[config.mk]
export PLATFORM = sky130hd
export DESIGN_NAME = cocktail_shaker_sorter_flat
export DESIGN_NICKNAME = d
export VERILOG_FILES = /design/src/sv/css_pkg.sv /design/src/sv/css_in_if.sv /design/src/sv/css_out_if.sv /design/src/sv/cocktail_shaker_sorter.sv /design/src/sv/css_datapath.sv /design/src/sv/css_ctrl.sv /design/src/flat_wrapper.sv
export SDC_FILE = /design/constraint.sdc
export NUM_CORES = 1
export LEC_CHECK = 0
export BUFFER_PORTS_ARGS = -buffer_cell sky130_fd_sc_hd__buf_4
export CORE_MARGIN = 4
export CORE_UTILIZATION = 55
export CTS_CLUSTER_SIZE = 24
export DETAILED_ROUTE_END_ITERATION = 12
export HOLD_SLACK_MARGIN = 0.06
export PLACE_DENSITY = 0.7
export SYNTH_ARGS = -nofsm -noshare
export SYNTH_HDL_FRONTEND = slang
export SYNTH_HIERARCHICAL = 1
export SYNTH_SLANG_ARGS = --single-unit
[constraint.sdc]
create_clock -name clk -period 6.95 [get_ports clk]
set_clock_uncertainty 0.2 [all_clocks]
set_input_delay 0.3475 -clock clk [delete_from_list [all_inputs] [get_ports clk]]
set_output_delay 0.3475 -clock clk [all_outputs]
set_load 0.01 [all_outputs]
[src/sv/css_pkg.sv]
// Shared types and constants for the cocktail shaker sorter.
// Holds field widths and the controller/datapath command and status structs.
// No dependencies.
`default_nettype none

package css_pkg;

    localparam int VALUE_W = 16;
    localparam int STEP_W  = 9;

    localparam logic [STEP_W-1:0] STEP_MAX = 9'd511;

    typedef struct packed {
        logic wr_item;
        logic wr_step;
        logic wr_carry;
        logic rd_en;
        logic carry_ld;
        logic step;
        logic dir_bwd;
        logic clr_swap;
        logic out_load;
        logic out_last;
    } css_cmd_t;

    typedef struct packed {
        logic swap;
        logic out_free;
    } css_sts_t;

endpackage

`default_nettype wire

[src/sv/css_in_if.sv]
// Input channel of the sorter: one value to load per beat.
// Depends on css_pkg for the field width.
`default_nettype none

interface css_in_if
    import css_pkg::*;
();

    logic               valid;
    logic               ready;
    logic [VALUE_W-1:0] item_value;

    modport source (output valid, output item_value, input ready);
    modport sink   (input valid, input item_value, output ready);

endinterface

`default_nettype wire

[src/sv/css_out_if.sv]
// Output channel of the sorter: one sorted value per beat with step total and last flag.
// Depends on css_pkg for the field widths.
`default_nettype none

interface css_out_if
    import css_pkg::*;
();

    logic               valid;
    logic               ready;
    logic [VALUE_W-1:0] sorted_value;
    logic [STEP_W-1:0]  step_total;
    logic               last_out;

    modport source (output valid, output sorted_value, output step_total,
                    output last_out, input ready);
    modport sink   (input valid, input sorted_value, input step_total,
                    input last_out, output ready);

endinterface

`default_nettype wire

[src/sv/cocktail_shaker_sorter.sv]
// Cocktail shaker sorter: loads LIST_LEN values, one per beat, then sorts and streams them.
// A pass makes one compare per cycle on the store port.
// Throughput: one load beat per cycle; readout one beat per cycle while the output register is free.
// Reset: rst_n clears control and the swap count; the value store is not cleared.
`default_nettype none

module cocktail_shaker_sorter
    import css_pkg::*;
#(
    parameter int LIST_LEN   = 32,
    parameter int VALUE_BITS = 16
) (
    input  wire logic  clk,
    input  wire logic  rst_n,
    css_in_if.sink     item,
    css_out_if.source  sorted
);

    localparam int AW = $clog2(LIST_LEN);

    css_cmd_t      cmd;
    css_sts_t      sts;
    logic [AW-1:0] wr_addr;
    logic [AW-1:0] rd_addr;
    logic          in_ready;

    assign item.ready = in_ready;

    css_ctrl #(
        .LIST_LEN (LIST_LEN)
    ) u_ctrl (
        .clk      (clk),
        .rst_n    (rst_n),
        .in_valid (item.valid),
        .in_ready (in_ready),
        .sts      (sts),
        .cmd      (cmd),
        .wr_addr  (wr_addr),
        .rd_addr  (rd_addr)
    );

    css_datapath #(
        .LIST_LEN   (LIST_LEN),
        .VALUE_BITS (VALUE_BITS)
    ) u_datapath (
        .clk          (clk),
        .rst_n        (rst_n),
        .cmd          (cmd),
        .wr_addr      (wr_addr),
        .rd_addr      (rd_addr),
        .item_value   (item.item_value),
        .out_ready    (sorted.ready),
        .sts          (sts),
        .out_valid    (sorted.valid),
        .sorted_value (sorted.sorted_value),
        .step_total   (sorted.step_total),
        .last_out     (sorted.last_out)
    );

endmodule

`default_nettype wire

[src/sv/css_datapath.sv]
// Datapath of the sorter: value store, carry register, compare, swap counter
// and output register. Driven by css_ctrl through css_cmd_t; depends on css_pkg.
`default_nettype none

module css_datapath
    import css_pkg::*;
#(
    parameter int LIST_LEN   = 32,
    parameter int VALUE_BITS = 16,
    localparam int AW        = $clog2(LIST_LEN)
) (
    input  wire logic               clk,
    input  wire logic               rst_n,
    input  wire css_cmd_t           cmd,
    input  wire logic [AW-1:0]      wr_addr,
    input  wire logic [AW-1:0]      rd_addr,
    input  wire logic [VALUE_W-1:0] item_value,
    input  wire logic               out_ready,
    output css_sts_t                sts,
    output logic                    out_valid,
    output logic [VALUE_W-1:0]      sorted_value,
    output logic [STEP_W-1:0]       step_total,
    output logic                    last_out
);

    logic [VALUE_BITS-1:0] mem [LIST_LEN];
    logic [VALUE_BITS-1:0] rd_data_reg;
    logic [VALUE_BITS-1:0] carry_reg;
    logic [VALUE_BITS-1:0] carry_next;
    logic [VALUE_BITS-1:0] wr_data;
    logic                  wr_en;
    logic                  swap;
    logic [STEP_W-1:0]     swap_reg;
    logic [STEP_W-1:0]     swap_next;
    logic [STEP_W-1:0]     total;
    logic                  out_valid_reg;
    logic                  out_valid_next;
    logic [VALUE_W-1:0]    value_out_reg;
    logic [STEP_W-1:0]     total_out_reg;
    logic                  last_out_reg;

    assign swap = cmd.dir_bwd ? (rd_data_reg > carry_reg) : (carry_reg > rd_data_reg);
    assign sts.swap     = swap;
    assign sts.out_free = !out_valid_reg || out_ready;

    assign wr_en = cmd.wr_item || cmd.wr_step || cmd.wr_carry;

    always_comb
    begin
        priority if (cmd.wr_item)
        begin
            wr_data = VALUE_BITS'(item_value);
        end
        else if (cmd.wr_step)
        begin
            wr_data = swap ? rd_data_reg : carry_reg;
        end
        else
        begin
            wr_data = carry_reg;
        end
    end

    always_comb
    begin
        carry_next = carry_reg;
        if (cmd.carry_ld)
        begin
            carry_next = rd_data_reg;
        end
        else if (cmd.step && !swap)
        begin
            carry_next = rd_data_reg;
        end
    end

    always_comb
    begin
        swap_next = swap_reg;
        if (cmd.clr_swap)
        begin
            swap_next = '0;
        end
        else if (cmd.step && swap && (swap_reg != STEP_MAX))
        begin
            swap_next = swap_reg + STEP_W'(1);
        end
    end

    assign total = (swap_reg == STEP_MAX) ? STEP_MAX : swap_reg + STEP_W'(1);

    always_comb
    begin
        out_valid_next = out_valid_reg;
        if (cmd.out_load)
        begin
            out_valid_next = 1'b1;
        end
        else if (out_ready)
        begin
            out_valid_next = 1'b0;
        end
    end

    always_ff @(posedge clk)
    begin
        if (wr_en)
        begin
            mem[wr_addr] <= wr_data;
        end
        if (cmd.rd_en)
        begin
            rd_data_reg <= mem[rd_addr];
        end
        carry_reg <= carry_next;
        if (cmd.out_load)
        begin
            value_out_reg <= VALUE_W'(rd_data_reg);
            total_out_reg <= total;
            last_out_reg  <= cmd.out_last;
        end
    end

    always_ff @(posedge clk or negedge rst_n)
    begin
        if (!rst_n)
        begin
            swap_reg      <= '0;
            out_valid_reg <= 1'b0;
        end
        else
        begin
            swap_reg      <= swap_next;
            out_valid_reg <= out_valid_next;
        end
    end

    assign out_valid    = out_valid_reg;
    assign sorted_value = value_out_reg;
    assign step_total   = total_out_reg;
    assign last_out     = last_out_reg;

`ifndef SYNTHESIS
    a_swap_monotone: assert property (@(posedge clk) disable iff (!rst_n)
        !cmd.clr_swap |=> swap_reg >= $past(swap_reg))
        else $error("swap count went backward without a clear");

    a_out_load_valid: assert property (@(posedge clk) disable iff (!rst_n)
        cmd.out_load |=> out_valid_reg)
        else $error("output register loaded but not valid");

    a_out_hold: assert property (@(posedge clk) disable iff (!rst_n)
        (out_valid_reg && !out_ready) |=>
            (out_valid_reg && $stable({value_out_reg, total_out_reg, last_out_reg})))
        else $error("output beat changed while stalled");
`endif

endmodule

`default_nettype wire

[src/sv/css_ctrl.sv]
// Controller of the sorter: load, forward and backward passes, and readout.
// Owns the pass bounds and index; drives css_datapath via css_cmd_t. Depends on css_pkg.
`default_nettype none

module css_ctrl
    import css_pkg::*;
#(
    parameter int LIST_LEN = 32,
    localparam int AW      = $clog2(LIST_LEN)
) (
    input  wire logic          clk,
    input  wire logic          rst_n,
    input  wire logic          in_valid,
    output logic               in_ready,
    input  wire css_sts_t      sts,
    output css_cmd_t           cmd,
    output logic [AW-1:0]      wr_addr,
    output logic [AW-1:0]      rd_addr
);

    typedef enum logic [10:0] {
        ST_LOAD    = 11'b000_0000_0001,
        ST_F_PRIME = 11'b000_0000_0010,
        ST_F_LOAD  = 11'b000_0000_0100,
        ST_F_RUN   = 11'b000_0000_1000,
        ST_F_END   = 11'b000_0001_0000,
        ST_B_PRIME = 11'b000_0010_0000,
        ST_B_LOAD  = 11'b000_0100_0000,
        ST_B_RUN   = 11'b000_1000_0000,
        ST_B_END   = 11'b001_0000_0000,
        ST_OUT_RD  = 11'b010_0000_0000,
        ST_OUT_WR  = 11'b100_0000_0000
    } css_state_t;

    localparam logic [AW-1:0] LAST_IDX = AW'(LIST_LEN - 1);

    css_state_t    state_reg;
    css_state_t    state_next;
    logic [AW-1:0] lo_reg;
    logic [AW-1:0] lo_next;
    logic [AW-1:0] hi_reg;
    logic [AW-1:0] hi_next;
    logic [AW-1:0] idx_reg;
    logic [AW-1:0] idx_next;
    logic          moved_reg;
    logic          moved_next;
    logic [AW-1:0] idx_inc;
    logic [AW-1:0] idx_dec;
    logic [AW:0]   idx_p2;
    logic [AW:0]   idx_m2;
    logic [AW:0]   lo_p1;

    assign idx_inc = idx_reg + AW'(1);
    assign idx_dec = idx_reg - AW'(1);
    assign idx_p2  = {1'b0, idx_reg} + (AW+1)'(2);
    assign idx_m2  = {1'b0, idx_reg} - (AW+1)'(2);
    assign lo_p1   = {1'b0, lo_reg} + (AW+1)'(1);

    always_comb
    begin
        state_next = state_reg;
        lo_next    = lo_reg;
        hi_next    = hi_reg;
        idx_next   = idx_reg;
        moved_next = moved_reg;
        cmd        = '0;
        wr_addr    = idx_reg;
        rd_addr    = idx_reg;
        in_ready   = 1'b0;
        unique case (state_reg)
            ST_LOAD:
            begin
                in_ready = 1'b1;
                if (in_valid)
                begin
                    cmd.wr_item = 1'b1;
                    if (idx_reg == LAST_IDX)
                    begin
                        cmd.clr_swap = 1'b1;
                        lo_next      = '0;
                        hi_next      = LAST_IDX;
                        idx_next     = '0;
                        state_next   = ST_F_PRIME;
                    end
                    else
                    begin
                        idx_next = idx_inc;
                    end
                end
            end
            ST_F_PRIME:
            begin
                if (lo_reg >= hi_reg)
                begin
                    idx_next   = '0;
                    state_next = ST_OUT_RD;
                end
                else
                begin
                    cmd.rd_en  = 1'b1;
                    rd_addr    = lo_reg;
                    state_next = ST_F_LOAD;
                end
            end
            ST_F_LOAD:
            begin
                cmd.carry_ld = 1'b1;
                cmd.rd_en    = 1'b1;
                rd_addr      = lo_p1[AW-1:0];
                idx_next     = lo_reg;
                moved_next   = 1'b0;
                state_next   = ST_F_RUN;
            end
            ST_F_RUN:
            begin
                cmd.step    = 1'b1;
                cmd.wr_step = 1'b1;
                moved_next  = moved_reg || sts.swap;
                if (idx_p2 <= {1'b0, hi_reg})
                begin
                    cmd.rd_en = 1'b1;
                    rd_addr   = idx_p2[AW-1:0];
                end
                idx_next = idx_inc;
                if (idx_inc == hi_reg)
                begin
                    state_next = ST_F_END;
                end
            end
            ST_F_END:
            begin
                cmd.wr_carry = 1'b1;
                wr_addr      = hi_reg;
                if (!moved_reg)
                begin
                    idx_next   = '0;
                    state_next = ST_OUT_RD;
                end
                else
                begin
                    hi_next    = hi_reg - AW'(1);
                    state_next = ST_B_PRIME;
                end
            end
            ST_B_PRIME:
            begin
                if (hi_reg <= lo_reg)
                begin
                    idx_next   = '0;
                    state_next = ST_OUT_RD;
                end
                else
                begin
                    cmd.rd_en  = 1'b1;
                    rd_addr    = hi_reg;
                    state_next = ST_B_LOAD;
                end
            end
            ST_B_LOAD:
            begin
                cmd.carry_ld = 1'b1;
                cmd.rd_en    = 1'b1;
                rd_addr      = hi_reg - AW'(1);
                idx_next     = hi_reg;
                moved_next   = 1'b0;
                state_next   = ST_B_RUN;
            end
            ST_B_RUN:
            begin
                cmd.step    = 1'b1;
                cmd.dir_bwd = 1'b1;
                cmd.wr_step = 1'b1;
                moved_next  = moved_reg || sts.swap;
                if ({1'b0, idx_reg} > lo_p1)
                begin
                    cmd.rd_en = 1'b1;
                    rd_addr   = idx_m2[AW-1:0];
                end
                idx_next = idx_dec;
                if (idx_dec == lo_reg)
                begin
                    state_next = ST_B_END;
                end
            end
            ST_B_END:
            begin
                cmd.wr_carry = 1'b1;
                wr_addr      = lo_reg;
                lo_next      = lo_p1[AW-1:0];
                if (!moved_reg)
                begin
                    idx_next   = '0;
                    state_next = ST_OUT_RD;
                end
                else
                begin
                    state_next = ST_F_PRIME;
                end
            end
            ST_OUT_RD:
            begin
                cmd.rd_en  = 1'b1;
                rd_addr    = idx_reg;
                state_next = ST_OUT_WR;
            end
            ST_OUT_WR:
            begin
                if (sts.out_free)
                begin
                    cmd.out_load = 1'b1;
                    cmd.out_last = (idx_reg == LAST_IDX);
                    if (idx_reg == LAST_IDX)
                    begin
                        idx_next   = '0;
                        state_next = ST_LOAD;
                    end
                    else
                    begin
                        cmd.rd_en = 1'b1;
                        rd_addr   = idx_inc;
                        idx_next  = idx_inc;
                    end
                end
            end
            default:
            begin
                idx_next   = '0;
                state_next = ST_LOAD;
            end
        endcase
    end

    always_ff @(posedge clk or negedge rst_n)
    begin
        if (!rst_n)
        begin
            state_reg <= ST_LOAD;
            lo_reg    <= '0;
            hi_reg    <= LAST_IDX;
            idx_reg   <= '0;
            moved_reg <= 1'b0;
        end
        else
        begin
            state_reg <= state_next;
            lo_reg    <= lo_next;
            hi_reg    <= hi_next;
            idx_reg   <= idx_next;
            moved_reg <= moved_next;
        end
    end

`ifndef SYNTHESIS
    a_no_rw_clash: assert property (@(posedge clk) disable iff (!rst_n)
        (cmd.wr_step && cmd.rd_en) |-> (wr_addr != rd_addr))
        else $error("pass step reads the entry it writes");

    a_bounds_open: assert property (@(posedge clk) disable iff (!rst_n)
        (state_reg == ST_F_RUN || state_reg == ST_B_RUN) |-> (lo_reg < hi_reg))
        else $error("pass running with closed bounds");

    a_out_load_free: assert property (@(posedge clk) disable iff (!rst_n)
        cmd.out_load |-> sts.out_free)
        else $error("output register overwritten while held");
`endif

endmodule

`default_nettype wire
[src/flat_wrapper.sv]
// flat-port wrapper written by rule: the top's interface ports become plain ports
module cocktail_shaker_sorter_flat import css_pkg::*;
#(
    parameter int LIST_LEN   = 32,
    parameter int VALUE_BITS = 16
)
  (clk, rst_n, item_valid, item_item_value, item_ready, sorted_valid, sorted_sorted_value, sorted_step_total, sorted_last_out, sorted_ready);
  css_in_if item_i ();
  css_out_if sorted_i ();
  input  wire logic clk;
  input  wire logic rst_n;
  input wire logic [$bits(item_i.valid)-1:0] item_valid;
  input wire logic [$bits(item_i.item_value)-1:0] item_item_value;
  output wire logic [$bits(item_i.ready)-1:0] item_ready;
  output wire logic [$bits(sorted_i.valid)-1:0] sorted_valid;
  output wire logic [$bits(sorted_i.sorted_value)-1:0] sorted_sorted_value;
  output wire logic [$bits(sorted_i.step_total)-1:0] sorted_step_total;
  output wire logic [$bits(sorted_i.last_out)-1:0] sorted_last_out;
  input wire logic [$bits(sorted_i.ready)-1:0] sorted_ready;
  assign item_i.valid = item_valid;
  assign item_i.item_value = item_item_value;
  assign item_ready = item_i.ready;
  assign sorted_valid = sorted_i.valid;
  assign sorted_sorted_value = sorted_i.sorted_value;
  assign sorted_step_total = sorted_i.step_total;
  assign sorted_last_out = sorted_i.last_out;
  assign sorted_i.ready = sorted_ready;
  cocktail_shaker_sorter #(.LIST_LEN(LIST_LEN), .VALUE_BITS(VALUE_BITS)) u_core (.clk(clk), .rst_n(rst_n), .item(item_i), .sorted(sorted_i));
endmodule
Word level (Yosys, flattened, before mapping). Memories as Yosys holds them, arrays and structs flattened. A register that Yosys moved wholly into a read port is not among the register bits. Index checks and enable logic that the tools add are counted.

Memories kept: 1. Flip-flop bits (word level): 79. Bits of input ports: 20. Logic and storage cells: 141. Memory bits (writable): 512. Output and inout port bits: 28.

Memory list: u_core.u_datapath.mem (words 32, width 16, read ports 1, clocked after memory_dff 1, write ports 1, RTL line css_datapath.sv:26) `logic [VALUE_BITS-1:0] mem [LIST_LEN];`.

Eq/ne operators: 26. Muxes and demuxes: 65. Reductions and logical operators: 24. Add/subtract/negate cells: 7. Bitwise operators: 1. Order comparisons: 6.

Operators with widths (count): one-hot mux 11 bit (11 select lines) (1); 2-to-1 mux 5 bit (17); 2-to-1 mux 16 bit (5); 2-to-1 mux 11 bit (6); one-hot mux 5 bit (10 select lines) (1); 2-to-1 mux 10 bit (4); one-hot mux 5 bit (7 select lines) (1); greater-than comparator 16 bit (2); one-hot mux 5 bit (2 select lines) (3); 2-to-1 mux 1 bit (21); 2-to-1 mux 9 bit (2); inequality test 2 bit, second input constant (9); AND reduction 6 bit (2); nonzero test 2 bit (6); equality test 11 x 1 -> 1 bit, second input constant (1); equality test 11 x 10 -> 1 bit, second input constant (1); equality test 11 bit, second input constant (1); equality test 11 x 2 -> 1 bit, second input constant (1); equality test 11 x 3 -> 1 bit, second input constant (1); equality test 11 x 4 -> 1 bit, second input constant (1); equality test 11 x 5 -> 1 bit, second input constant (1); equality test 11 x 6 -> 1 bit, second input constant (1); equality test 11 x 7 -> 1 bit, second input constant (1); equality test 11 x 8 -> 1 bit, second input constant (1); 28 further kinds (39).

Logic depth before layout (Yosys ltp).
Depth after elaboration: 7. Mapped depth: 15. Gate-level depth less buffers: 13.

Hierarchy. The synthesis kept the hierarchy.

Modules (own cells, without submodules): css_datapath (seq. area each 17366.7 um^2, area each 22784.4 um^2, cells each 997, times used 1); css_ctrl (seq. area each 683.2 um^2, area each 3085.5 um^2, cells each 385, times used 1).

Worst setup path before layout. No wires, ideal clock.

Path kind: reg2reg. From: register u_core.u_ctrl.state_reg[7]. To: register u_core.u_datapath.rd_data_reg[0] (read register of u_core.u_datapath.mem), data pin. Setup time: 0.260 ns. Arrival: 4.580 ns. Required time: 6.490 ns. Buffers on the path: 5. Clock period less this slack: 5.040 ns. Path slack: 1.910 ns. Stages on the path, launching flop included: 14. Cells stage by stage: dfrtp_1 buf_4 nor4_2 buf_6 and4_1 clkbuf_1 and2_1 a221oi_1 nand3_1 buf_2 buf_1 mux4_2 mux4_2 mux2_2.

Elaborated cells between the ends (all ways): 11. Classes of those cells: 8 x eq/ne; 2 x mux; 1 x reduce/logical.

RTL lines: from (decl) (RTL line css_ctrl.sv:37) `css_state_t state_reg;`; from (signal assigned) (RTL line css_ctrl.sv:245) `state_reg <= state_next;`; equality test 11 bit, or another cell as far along (RTL line css_ctrl.sv:70) `unique case (state_reg)`; one-hot mux 5 bit (7 select lines) * (RTL line css_ctrl.sv:70); net u_core.rd_addr[0] (RTL line cocktail_shaker_sorter.sv:24) `logic [AW-1:0] rd_addr;`; to (decl) (RTL line css_datapath.sv:27) `logic [VALUE_BITS-1:0] rd_data_reg;`.

Mark *: on every way through the listed nets, which the timed path passes. The rest lies on a longest branch. A chain may end at the register's enable or synchronous reset.

Worst setup path in the final report.
From: register u_core.u_ctrl.hi_reg[0]. To: register u_core.u_datapath.rd_data_reg[10] (read register of u_core.u_datapath.mem), data pin.

Cells in the longest elaborated chain, start to end: 3. Elaborated cells between the ends (all ways): 12. Classes of those cells: 1 x add/sub; 3 x order compare; 8 x mux.

Ends and longest elaborated chain: from (decl) (RTL line css_ctrl.sv:41) `logic [AW-1:0] hi_reg;`; from (signal assigned) (RTL line css_ctrl.sv:247) `hi_reg <= hi_next;`; <= comparator 6 x 5 -> 1 bit, or another cell as far along (RTL line css_ctrl.sv:119) `if (idx_p2 <= {1'b0, hi_reg})`; 2-to-1 mux 5 bit, on equally long branches (RTL line css_ctrl.sv:119, css_ctrl.sv:93, css_ctrl.sv:147); one-hot mux 5 bit (7 select lines) * (RTL line css_ctrl.sv:70); net u_core.rd_addr[0] (RTL line cocktail_shaker_sorter.sv:24).

Marks and branches as above.

==> results.yml <==
global_route:
  grt_pass1_vias: 13700
  grt.overflow.total: 0
  antenna_found_initial: 0
  grt_start_max_net_pins: 52
  track_usage: 0.247
  grt_pass1_wl_mm: 91.3
power:
  intPower_mw: 7.48
  power_frac_seq: 0.425
  p_per_area_mw_per_mm2: 365
  swShare: 0.291
  ir_worst_vdd_mv: 0.268
  p_switching_mw: 3.08
  pwr-share-clk: 0.277
  combPwrFrac: 0.298
  leakage_nw: 9.67
yosys:
  synthDistinctLibCells: 79
  syn_area_mm2: 0.0259
  ys_ff_latch: 607
  synth_top_cell_area_share: 0.662
  synth-simple-area-share: 0.0526
  synth_compound_area_frac: 0.0305
  synth_top_family_by_area: "multiplexers"
  synth.area.mux_share: 0.165
  syn_area_per_cell_um2: 18.7
  ys_seq_area_frac: 0.698
  synth_area_leader_cell: "edfxtp_1"
  synthTopCellsByArea: "edfxtp_1 66%, mux4_2 14%, dfrtp_1 3.0%"
  syn_inst: 1382
  yosys_warnings: 6
  synthArstFlopShare: 0.0610
  synth_edf_count: 570
  synth_adder_area_share: 0.0208
  synth_fp_nets: 1445
  synth_xor_area_frac: 0.0118
  ys.flop_type: "edfxtp_1"
timing:
  setup_slack_ps: 1310
  slew_violations: 0
  final.setup.tns_ps: 0
  max_freq_mhz: 177
  finalHoldViolCount: 0
  tightest_slew_ps: 1300
  fin_crit_ps: 5640
  setup_viol: 0
  post-route-period-util: 0.812
  rsz0062_at_grt: "false"
  slew_headroom: 0.135
clock_tree:
  cts_tree: "built"
  hold_buffers: 4
  cts_root_buf: "clkbuf_16"
  clockBufferDepth: 3
  numCtsBuffers: 58
  path_clk_slew_ps: 60
  insertion_delay_ps: 630
  postCtsSetupBuffers: 0
  post_cts_resized: 0
  cts.sinks: 607
  htreeDepth: 2
detailed_routing:
  drc: 0
  ant_nets: 0
  initialDrtViolationCount: 1507
  wl_mm: 61.9
  wl_per_cell_um: 29.2
  vias: 13700
  viasPerCell: 6.45
  first_pass_iters: 6
setup_path:
  crit_end: "u_core/u_datapath/rd_data_reg[10]"
  cpMostUsedCell: "mux4_2"
  rrSetupSlack_ps: 1310
  crit_slowest_cell: "nand3_4"
  startpoint: "u_core/u_ctrl/hi_reg[0]"
  worst_setup_path_end_kind: "register"
  reg2reg_to: "u_core/u_datapath/rd_data_reg[10]"
  ff2ff_path_depth: 12
  cp_cell_sequence: "inv_1 -> ha_1 -> and3_1 -> nand3_1 -> o311a_1 -> nor2_1 -> o41ai_1 -> nand3_4 -> buf_12 -> mux4_2 -> mux4_2 -> mux2_2"
  required_ps: 7130
  r2r_start: "u_core/u_ctrl/hi_reg[0]"
  critical_path_peak_fanout: 50
  cp-start-kind: "register"
  crit_arrival_ps: 5820
  crit_type: "reg2reg"
  slowest_delay_ps: 760
final_layout:
  top_register: "u_core/u_datapath/mem"
  largest_register_ffs: 512
  n_antenna_cell: 0
  syn_to_final_growth_pct: 11.8
  final_common_cell: "edfxtp_1"
  layout-drive-gt1-share: 0.300
  regArea_mm2: 0.0180
  layout.nets: 1531
  final_cell_mix: "570 x edfxtp_1, 160 x mux4_2, 95 x buf_4, 59 x clkbuf_16, 48 x inv_1"
  multiInputGateArea_mm2: 0.00736
  n_fill_cell: 3189
placed_design:
  place_ws_ps: 1250
  hpwl_mm: 36.9
  io_buffers: 47
  gp_congestion: 0.936
floorplanning:
  coreArea_mm2: 0.0466
  rows: 79
  initial_utilization: 0.556
  dieArea_mm2: 0.0506
  die_y_um: 225
  io_pins: 48
  die_w_um: 225
min_path:
  hold_class: "in2reg"
status:
  outcome: "completed"
flow_run:
  cap_violations: 0
## power by group through the flow
stage / Combinational, mW / Sequential [mW] / Clock [mW]
global route: 3.37 / 4.50 / 3.14
finish: 3.14 / 4.49 / 2.93
global placement: 3.11 / 4.56 / 0
detailed placement: 3.15 / 4.56 / 0
floorplan: 2.34 / 4.49 / 0
CTS: 3.17 / 4.49 / 2.98
## cell usage after synthesis (all sizes together) (4+ instances only)
cell	n
a21o	10
a21oi	27
a221oi	5
a22o	6
a22oi	6
a31oi	6
and2	7
and3	10
and4	8
buf	37
clkbuf	39
dfrtp	31
dfstp	6
edfxtp	570
ha	43
inv	49
mux2	49
mux2i	8
mux4	160
nand2	41
nand2b	16
nand3	18
nand3b	7
nand4	14
nor2	67
nor2b	8
nor3	13
nor4	8
o211ai	4
o21ai	16
or2	6
or3	6
or4	4
xnor2	22
xor2	13
## logic make-up (layout without fill, tap and decap cells)
| family | Yosys count | after routing |
|---|---|---|
| AOI/OAI and AO/OA | 111 | 111 |
| xor gates and xnor gates | 35 | 35 |
| adders and majority gates | 43 | 43 |
| buffers and inverters | 125 | 254 |
| DFF | 607 | 607 |
| muxes | 217 | 217 |
| and+or+nand+nor | 244 | 244 |
## per-stage QoR
step / total power, mW / utilization / cell area (um2) / hold WS (ps) / std cells
2_1_floorplan: 6.83 / - / 25900 / -148 / 1382
3_3_place_gp: 7.67 / 0.583 / 27100 / 155 / 2011
3_5_place_dp: 7.71 / 0.583 / 27100 / 156 / 2011
4_1_cts: 10.6 / 0.621 / 28900 / 71.0 / 2118
5_1_grt: 11.0 / 0.621 / 28900 / 99.0 / 2118
6_report: 10.6 / 0.621 / 28900 / 97.5 / 2118
## layout make-up
cell class              count  share of cell area
flip-flops and latches    607               0.624
multi-input cells         650               0.255
clock buffers              74              0.0530
repair buffers            102              0.0281
well taps                 607              0.0263
clock inverters            29             0.00757
inverters                  49             0.00636
## layer usage
metal / GRT usage / vias to the layer above / share of wire
li1: - / 5748 / -
met1: 0.354 / 7150 / 0.40
met2: 0.399 / 653 / 0.49
met3: 0.0399 / 110 / 0.084
met4: 0.0743 / 0 / 0.029
met5: 0 / - / 0
## how the worst min path moves through the flow
| stage | from | to | slack (ps) | cells after the start |
|---|---|---|---|---|
| floorplan | rst_n | u_core/u_ctrl/idx_reg[0] | -150 | 0 |
| global placement | rst_n | u_core/u_ctrl/lo_reg[2] | 160 | 1 |
| detailed placement | rst_n | u_core/u_ctrl/state_reg[5] | 160 | 1 |
| CTS | item_valid | u_core/u_datapath/swap_reg[7] | 70 | 3 |
| global route | item_valid | u_core/u_datapath/swap_reg[0] | 100 | 3 |
| finish | item_valid | u_core/u_datapath/swap_reg[6] | 100 | 3 |
## worst max-delay path: cells and delay by family, from the launching register on
kind            cells  cell delay [ps]
simple gates        4             1140
fa+ha+maj           1              280
mux                 3             1340
flops               1              650
buf+inv             2              640
compound gates      2             1050
Power figures use the tool's default switching activity.
